### src/rtl/core/v3au_pkg.sv
// Shared types, constants and the saturating clamp for the vector arithmetic unit.
// Used by every module of the block; depends on nothing.
`timescale 1ns / 1ps

package v3au_pkg;

   localparam int WORD_WIDTH_DEF = 32;
   localparam int FRAC_BITS_DEF  = 16;

   // fixed field geometry
   localparam int ELEM_W     = 32;
   localparam int OP_W       = 3;
   localparam int PROD_W     = 2 * ELEM_W;
   localparam int WIDE_W     = 2 * ELEM_W + 3;
   localparam int REQ_DATA_W = 7 * ELEM_W;
   localparam int RSP_DATA_W = 4 * ELEM_W;
   localparam int RSP_USER_W = 2;
   localparam int USER_SAT_BIT  = 0;
   localparam int USER_DERR_BIT = 1;
   localparam int LANES      = 3;

   // pipeline geometry
   localparam int ROOT_STEPS = ELEM_W;
   localparam int SQRT_LAT   = ROOT_STEPS + 2;
   localparam int DIV_STEPS  = ELEM_W;
   localparam int DIV_LAT    = DIV_STEPS + 2;
   localparam int PIPE_LAT   = 1 + SQRT_LAT + DIV_LAT + 1;

   // operation codes
   localparam logic [OP_W-1:0] OP_ADD   = 3'd0;
   localparam logic [OP_W-1:0] OP_SUB   = 3'd1;
   localparam logic [OP_W-1:0] OP_SCALE = 3'd2;
   localparam logic [OP_W-1:0] OP_DIV   = 3'd3;
   localparam logic [OP_W-1:0] OP_DOT   = 3'd4;
   localparam logic [OP_W-1:0] OP_CROSS = 3'd5;
   localparam logic [OP_W-1:0] OP_NORM  = 3'd6;
   localparam logic [OP_W-1:0] OP_UNIT  = 3'd7;

   typedef logic signed [ELEM_W-1:0] elem_type;
   typedef logic signed [PROD_W-1:0] prod_type;
   typedef logic signed [WIDE_W-1:0] wide_type;

   typedef struct packed {
      logic     sat;
      elem_type val;
   } clamp_type;

   // per-lane result handed to the merge stage
   typedef struct packed {
      logic     sat;
      logic     derr;
      elem_type val;
   } lane_out_type;

   // largest representable value for a given word width (capped at 32 bits)
   function automatic wide_type max_of(input int word_w);
      int eff;
      eff = (word_w > ELEM_W) ? ELEM_W : word_w;
      return (wide_type'(1) <<< (eff - 1)) - wide_type'(1);
   endfunction

   function automatic clamp_type sat_clamp(input wide_type v, input wide_type max_v);
      clamp_type res;
      wide_type  min_v;
      min_v = -max_v - wide_type'(1);
      if (v > max_v) begin
         res.sat = 1'b1;
         res.val = max_v[ELEM_W-1:0];
      end else if (v < min_v) begin
         res.sat = 1'b1;
         res.val = min_v[ELEM_W-1:0];
      end else begin
         res.sat = 1'b0;
         res.val = v[ELEM_W-1:0];
      end
      return res;
   endfunction

endpackage

### src/rtl/core/v3au_merge.sv
// Merge stage: dot product across lanes, norm selection and the output register.
// Depends on v3au_pkg; fed by the three lanes and v3au_sqrt.
`timescale 1ns / 1ps

module v3au_merge #(
   parameter int WORD_WIDTH = v3au_pkg::WORD_WIDTH_DEF,
   parameter int FRAC_BITS  = v3au_pkg::FRAC_BITS_DEF
) (
   input  logic                              clock,
   input  logic                              adv,
   input  logic [v3au_pkg::OP_W-1:0]         in_op,
   input  v3au_pkg::prod_type                pb_x,
   input  v3au_pkg::prod_type                pb_y,
   input  v3au_pkg::prod_type                pb_z,
   input  logic [v3au_pkg::ELEM_W:0]         root,
   input  v3au_pkg::lane_out_type            lane_x,
   input  v3au_pkg::lane_out_type            lane_y,
   input  v3au_pkg::lane_out_type            lane_z,
   output logic [v3au_pkg::RSP_DATA_W-1:0]   rsp_data,
   output logic [v3au_pkg::RSP_USER_W-1:0]   rsp_user
);
   import v3au_pkg::*;

   localparam wide_type MAX_V  = max_of(WORD_WIDTH);
   localparam wide_type HALF   = wide_type'(1) <<< (FRAC_BITS - 1);
   localparam int OP_LINE  = SQRT_LAT + 1;
   localparam int DOT_LINE = SQRT_LAT - 1;

   logic [OP_W-1:0] op_ff [0:OP_LINE-1];
   wide_type        dot_sum_ff;
   clamp_type       dot_ff [0:DOT_LINE-1];
   clamp_type       scl_in;
   clamp_type       scl_ff [0:DIV_LAT-1];

   // operation code, kept until the scalar select
   always_ff @(posedge clock) begin
      if (adv) begin
         op_ff[0] <= in_op;
         for (int i = 1; i < OP_LINE; i++) begin
            op_ff[i] <= op_ff[i-1];
         end
      end
   end

   // dot product: sum of lane products, then round and clamp
   always_ff @(posedge clock) begin
      if (adv) begin
         dot_sum_ff <= wide_type'(pb_x) + wide_type'(pb_y) + wide_type'(pb_z) + HALF;
         dot_ff[0]  <= sat_clamp(dot_sum_ff >>> FRAC_BITS, MAX_V);
         for (int i = 1; i < DOT_LINE; i++) begin
            dot_ff[i] <= dot_ff[i-1];
         end
      end
   end

   // scalar result select once the root is ready
   always_comb begin
      case (op_ff[OP_LINE-1])
         OP_DOT:  scl_in = dot_ff[DOT_LINE-1];
         OP_NORM: scl_in = sat_clamp(wide_type'(root), MAX_V);
         default: scl_in = '0;
      endcase
   end

   always_ff @(posedge clock) begin
      if (adv) begin
         scl_ff[0] <= scl_in;
         for (int i = 1; i < DIV_LAT; i++) begin
            scl_ff[i] <= scl_ff[i-1];
         end
      end
   end

   // output register
   logic [RSP_DATA_W-1:0] data_ff;
   logic [RSP_USER_W-1:0] user_ff;
   logic [RSP_USER_W-1:0] user_in;

   always_comb begin
      user_in                = '0;
      user_in[USER_SAT_BIT]  = lane_x.sat | lane_y.sat | lane_z.sat | scl_ff[DIV_LAT-1].sat;
      user_in[USER_DERR_BIT] = lane_x.derr;
   end

   always_ff @(posedge clock) begin
      if (adv) begin
         data_ff <= {scl_ff[DIV_LAT-1].val, lane_z.val, lane_y.val, lane_x.val};
         user_ff <= user_in;
      end
   end

   assign rsp_data = data_ff;
   assign rsp_user = user_ff;

endmodule

### config.mk
export PLATFORM = sky130hd
export DESIGN_NAME = v3au_merge
export DESIGN_NICKNAME = d
export VERILOG_FILES = /design/src/rtl/core/v3au_pkg.sv /design/src/rtl/core/v3au_merge.sv
export SDC_FILE = /design/constraint.sdc
export NUM_CORES = 2
export LEC_CHECK = 0
export ABC_AREA = 1
export BUFFER_PORTS_ARGS = -buffer_cell sky130_fd_sc_hd__buf_2
export CORE_MARGIN = 1
export CORE_UTILIZATION = 40
export CTS_CLUSTER_DIAMETER = 150
export DETAILED_ROUTE_END_ITERATION = 8
export GPL_ROUTABILITY_DRIVEN = 0
export PLACE_DENSITY = 0.57
export SYNTH_ARGS = -nofsm -noshare
export SYNTH_HDL_FRONTEND = slang
export SYNTH_SLANG_ARGS = --single-unit
### constraint.sdc
create_clock -name clock -period 3.1 [get_ports clock]
set_clock_uncertainty 0.15 [all_clocks]
set_input_delay 0.62 -clock clock [delete_from_list [all_inputs] [get_ports clock]]
set_output_delay 0.62 -clock clock [all_outputs]
set_load 0.005 [all_outputs]
==> flow_summary.html <==
<table>
<tr><th>Metric</th><th>Value</th></tr>
<tr><th colspan="2">Floorplanning</th></tr>
<tr><td>Die span in y</td><td>459.3 um</td></tr>
<tr><td>Die width</td><td>459.3 um</td></tr>
<tr><td>Row Count</td><td>167</td></tr>
<tr><td>Area enclosed by the die boundary</td><td>210,900 um2</td></tr>
<tr><td>I/O pin total</td><td>462</td></tr>
<tr><td>Starting density of the core</td><td>0.4031</td></tr>
<tr><td>Placeable core region</td><td>207,500 um2</td></tr>
<tr><th colspan="2">Finish</th></tr>
<tr><td>Antenna cells</td><td>0</td></tr>
<tr><td>Layout cell share with drive strength beyond 1</td><td>0.2269</td></tr>
<tr><td>Number of filler cells placed in the layout</td><td>17,007</td></tr>
<tr><td>Core occupancy in the finished layout</td><td>0.4886</td></tr>
<tr><td>Synthesis-to-finish area growth</td><td>21.22%</td></tr>
<tr><td>Nets</td><td>5,567</td></tr>
<tr><td>Design Area, Final</td><td>101,400 um2</td></tr>
<tr><th colspan="2">Placed design</th></tr>
<tr><td>Number of buffer cells added on primary ports</td><td>459</td></tr>
<tr><td>HPWL after detailed placement</td><td>72.62 mm</td></tr>
<tr><td>Post-placement cell area</td><td>92,430 um2</td></tr>
<tr><th colspan="2">Global routing</th></tr>
<tr><td>Pin count of the biggest net entering global routing</td><td>115</td></tr>
<tr><td>Total global-route track usage</td><td>0.1133</td></tr>
<tr><td>Initial antenna violation count</td><td>0</td></tr>
<tr><td>Wire length of the first global-routing pass</td><td>191.6 mm</td></tr>
<tr><td>Total grt overflow</td><td>0</td></tr>
<tr><td>Vias in the first global route</td><td>36,303</td></tr>
<tr><th colspan="2">STA</th></tr>
<tr><td>Number of setup violations in the final report</td><td>0</td></tr>
<tr><td>Max-slew headroom at the worst pin</td><td>0.4574</td></tr>
<tr><td>Final Hold Fails</td><td>0</td></tr>
<tr><td>Post-route fraction of the period consumed by the critical path</td><td>0.9285</td></tr>
<tr><td>Setup repair after global routing missed its margin</td><td>no</td></tr>
<tr><td>WHS</td><td>0.07617 ns</td></tr>
<tr><td>Final number of max-transition violations</td><td>0</td></tr>
<tr><td>Slew at the pin closest to its max-slew limit</td><td>0.8139 ns</td></tr>
<tr><td>Final critical delay including setup and external delays</td><td>2.878 ns</td></tr>
<tr><td>Maximum clock frequency</td><td>0.3474 GHz</td></tr>
<tr><td>Total negative slack for setup checks</td><td>0 ns</td></tr>
<tr><th colspan="2">Logic synthesis</th></tr>
<tr><td>Largest area contributor in the synthesized netlist</td><td>edfxtp_1</td></tr>
<tr><td>Summed instance area of the synthesized netlist</td><td>83,630 um2</td></tr>
<tr><td>Count of warnings emitted by yosys</td><td>0</td></tr>
<tr><td>Total of flip-flops plus latches after synthesis</td><td>2,497</td></tr>
<tr><td>Most area-consuming cells after synthesis</td><td>edfxtp_1, ha_1, inv_1</td></tr>
<tr><td>Number of instances in the synthesized netlist</td><td>3,979</td></tr>
<tr><td>List of most frequent post-synthesis cells</td><td>edfxtp_1, inv_1, nand2_1</td></tr>
<tr><td>Prevailing post-synth register cell</td><td>edfxtp_1</td></tr>
<tr><td>Share of synthesized registers carrying an async set or reset</td><td>0</td></tr>
<tr><td>Cell with the most instances after synthesis</td><td>edfxtp_1</td></tr>
<tr><td>Proportion of netlist area held by the largest area contributor</td><td>0.8966</td></tr>
<tr><td>Number of different library cells in the post-synthesis netlist</td><td>41</td></tr>
<tr><td>Post-synth EDFFs</td><td>2,497</td></tr>
<tr><td>Syn avg cell area</td><td>21.02 um2</td></tr>
<tr><td>Sequential element share of the synthesized area</td><td>0.8966</td></tr>
<tr><td>Post-Synthesis Net Count</td><td>4,501</td></tr>
<tr><th colspan="2">Hold path</th></tr>
<tr><td>Hold/Removal Path Class</td><td>input port to register</td></tr>
<tr><th colspan="2">Clock network</th></tr>
<tr><td>H-Tree Level Count</td><td>4</td></tr>
<tr><td>Number of CTS-inserted buffers</td><td>241</td></tr>
<tr><td>Clock insertion delay at the later pin of the skew report</td><td>0.83 ns</td></tr>
<tr><td>Root Driver</td><td>clkbuf_16</td></tr>
<tr><td>Clock tree from TritonCTS</td><td>done</td></tr>
<tr><td>Worst-path clk slew</td><td>0.06 ns</td></tr>
<tr><td>Clock Sinks</td><td>2,497</td></tr>
<tr><td>Largest buffer count on any clock path</td><td>3</td></tr>
<tr><td>Setup Fix Bufs, Post-CTS</td><td>0</td></tr>
<tr><th colspan="2">Job</th></tr>
<tr><td>Reported max-cap violation count</td><td>0</td></tr>
<tr><th colspan="2">Drt</th></tr>
<tr><td>Via count</td><td>35,759</td></tr>
<tr><td>Routed wire length</td><td>119.6 mm</td></tr>
<tr><td>Count of unresolved DRC violations after routing</td><td>0</td></tr>
<tr><td>Number of nets still failing antenna checks after routing</td><td>0</td></tr>
<tr><td>Via density per instance</td><td>4.450</td></tr>
<tr><td>Count of routing violations after the opening detailed-route iteration</td><td>2,476</td></tr>
<tr><td>Avg WL per Cell</td><td>14.88 um</td></tr>
<tr><td>TritonRoute pass-1 iters</td><td>5</td></tr>
<tr><th colspan="2">Worst setup path</th></tr>
<tr><td>Critical Path End Type</td><td>register</td></tr>
<tr><td>Max stage delay cell, worst path</td><td>fa_1</td></tr>
<tr><td>Highest fanout seen on the critical path</td><td>4</td></tr>
<tr><td>Cells traversed along the worst timing path</td><td>buf_2, inv_1, fa_1, inv_1, ha_1, ha_1, a21oi_1, o21ai_0, a21oi_1, o21ai_1, a21oi_1, nand2_1, nand2_1, nand2_1</td></tr>
<tr><td>Element type at the critical path start</td><td>input port</td></tr>
<tr><td>Data required, critical path</td><td>3.54 ns</td></tr>
<tr><td>Highest cell delay on the worst timing path</td><td>0.56 ns</td></tr>
<tr><td>Arrival time of the worst setup path</td><td>3.32 ns</td></tr>
<tr><td>Kind of critical path</td><td>input port to register</td></tr>
<tr><th colspan="2">Outcome</th></tr>
<tr><td>Result of the run</td><td>finished clean</td></tr>
<tr><th colspan="2">Pwr</th></tr>
<tr><td>Maximum vdd drop</td><td>498.3 uV</td></tr>
<tr><td>Leakage Power</td><td>37.13 nW</td></tr>
<tr><td>Total Power Consumption</td><td>74.79 mW</td></tr>
<tr><td>Pwr per Cell Area</td><td>737.7 nW/um2</td></tr>
</table>
per-layer routing:
metal  routed length (um)  global-route usage
met1                54170              0.1516
met2                54530              0.1727
met3                 5209             0.02533
met5                    0                   0
met4                 5664             0.06128
sequential cells by signal, summed over array words and instances, names as in the netlist:
| signal | flops |
|---|---|
| dot_ff | 1089 |
| dot_sum_ff | 51 |
| op_ff | 105 |
| rsp_data | 128 |
| rsp_user | 2 |
| scl_ff | 1122 |
power by group:
group          total (mW)  internal (mW)  switching (mW)
sequential           40.4           39.8           0.578
clock                28.2           16.3            11.9
combinational        6.17           2.58            3.60
total                74.8           58.7            16.1
final timing paths:
kind | from | to | slack, ns | cells past startpoint
max | pb_x[46] | dot_sum_ff[63]$_DFFE_PP_ | 0.22 | 14
min | root[30] | scl_ff[0][30]$_DFFE_PP_ | 0.08 | 3
max reg2reg | dot_sum_ff[66]$_DFFE_PP_ | dot_ff[0][27]$_SDFFCE_PN1P_ | 1.04 | 5
min reg2reg | dot_ff[0][90]$_DFFE_PP_ | dot_ff[0][123]$_DFFE_PP_ | 0.24 | 0
metrics by stage:
| step | setup slack (ns) | std cells |
|---|---|---|
| floorplan | -0.01517 | 3979 |
| global placement | -0.6357 | 7470 |
| detailed placement | -0.6198 | 7470 |
| CTS | 0.3165 | 8036 |
| global route | 0.05927 | 8036 |
| finish | 0.2216 | 8036 |
layout make-up:
type | instances | area (um2) | area share
well taps | 2788 | 3488 | 0.03441
flip-flops and latches | 2497 | 74980 | 0.7396
multi-input cells | 1036 | 7585 | 0.07481
clock buffers | 298 | 6287 | 0.06202
inverters | 427 | 1603 | 0.01581
repair buffers | 842 | 5976 | 0.05894
clock inverters | 148 | 1461 | 0.01441
timing repair:
action,4_1_cts,5_1_grt
endpoints found under the hold margin,119,0
resized for setup,0,1
hold buffers,120,0
setup endpoints to repair,0,1
critical path: cells and delay by family:
kind	cells	cell delay (ns)
compound gates	5	1.10
fa+ha+maj	3	1.23
buf+inv	3	0.18
simple gates	3	0.20
placed cells by master, fill, tap and decap left out, types with 32 or more instances in the layout:
cell and n:
edfxtp_1 2497, buf_2 458, inv_1 393, nand2_1 304
clkbuf_16 243, buf_4 224, dlygate4sd3_1 120, nor2_1 117
ha_1 85, a21oi_1 83, fa_1 63, clkinv_1 60
clkbuf_1 55, nand3_1 49, nor3_1 43, ha_4 42
clkinv_2 40, buf_12 40, o21ai_0 37, inv_2 34
o22ai_1 32
kinds of logic (layout without fill, tap and decap cells):
family,after synthesis,count (layout),synth area share
AOI/OAI and AO/OA,241,241,0.01677
buffers and inverters,446,1715,0.02011
adders and majority gates,190,190,0.03408
xor gates and xnor gates,23,23,0.002409
DFF,2497,2497,0.8966
and+or+nand+nor,582,582,0.03006
No activity file was read; power rests on OpenSTA's default activity.
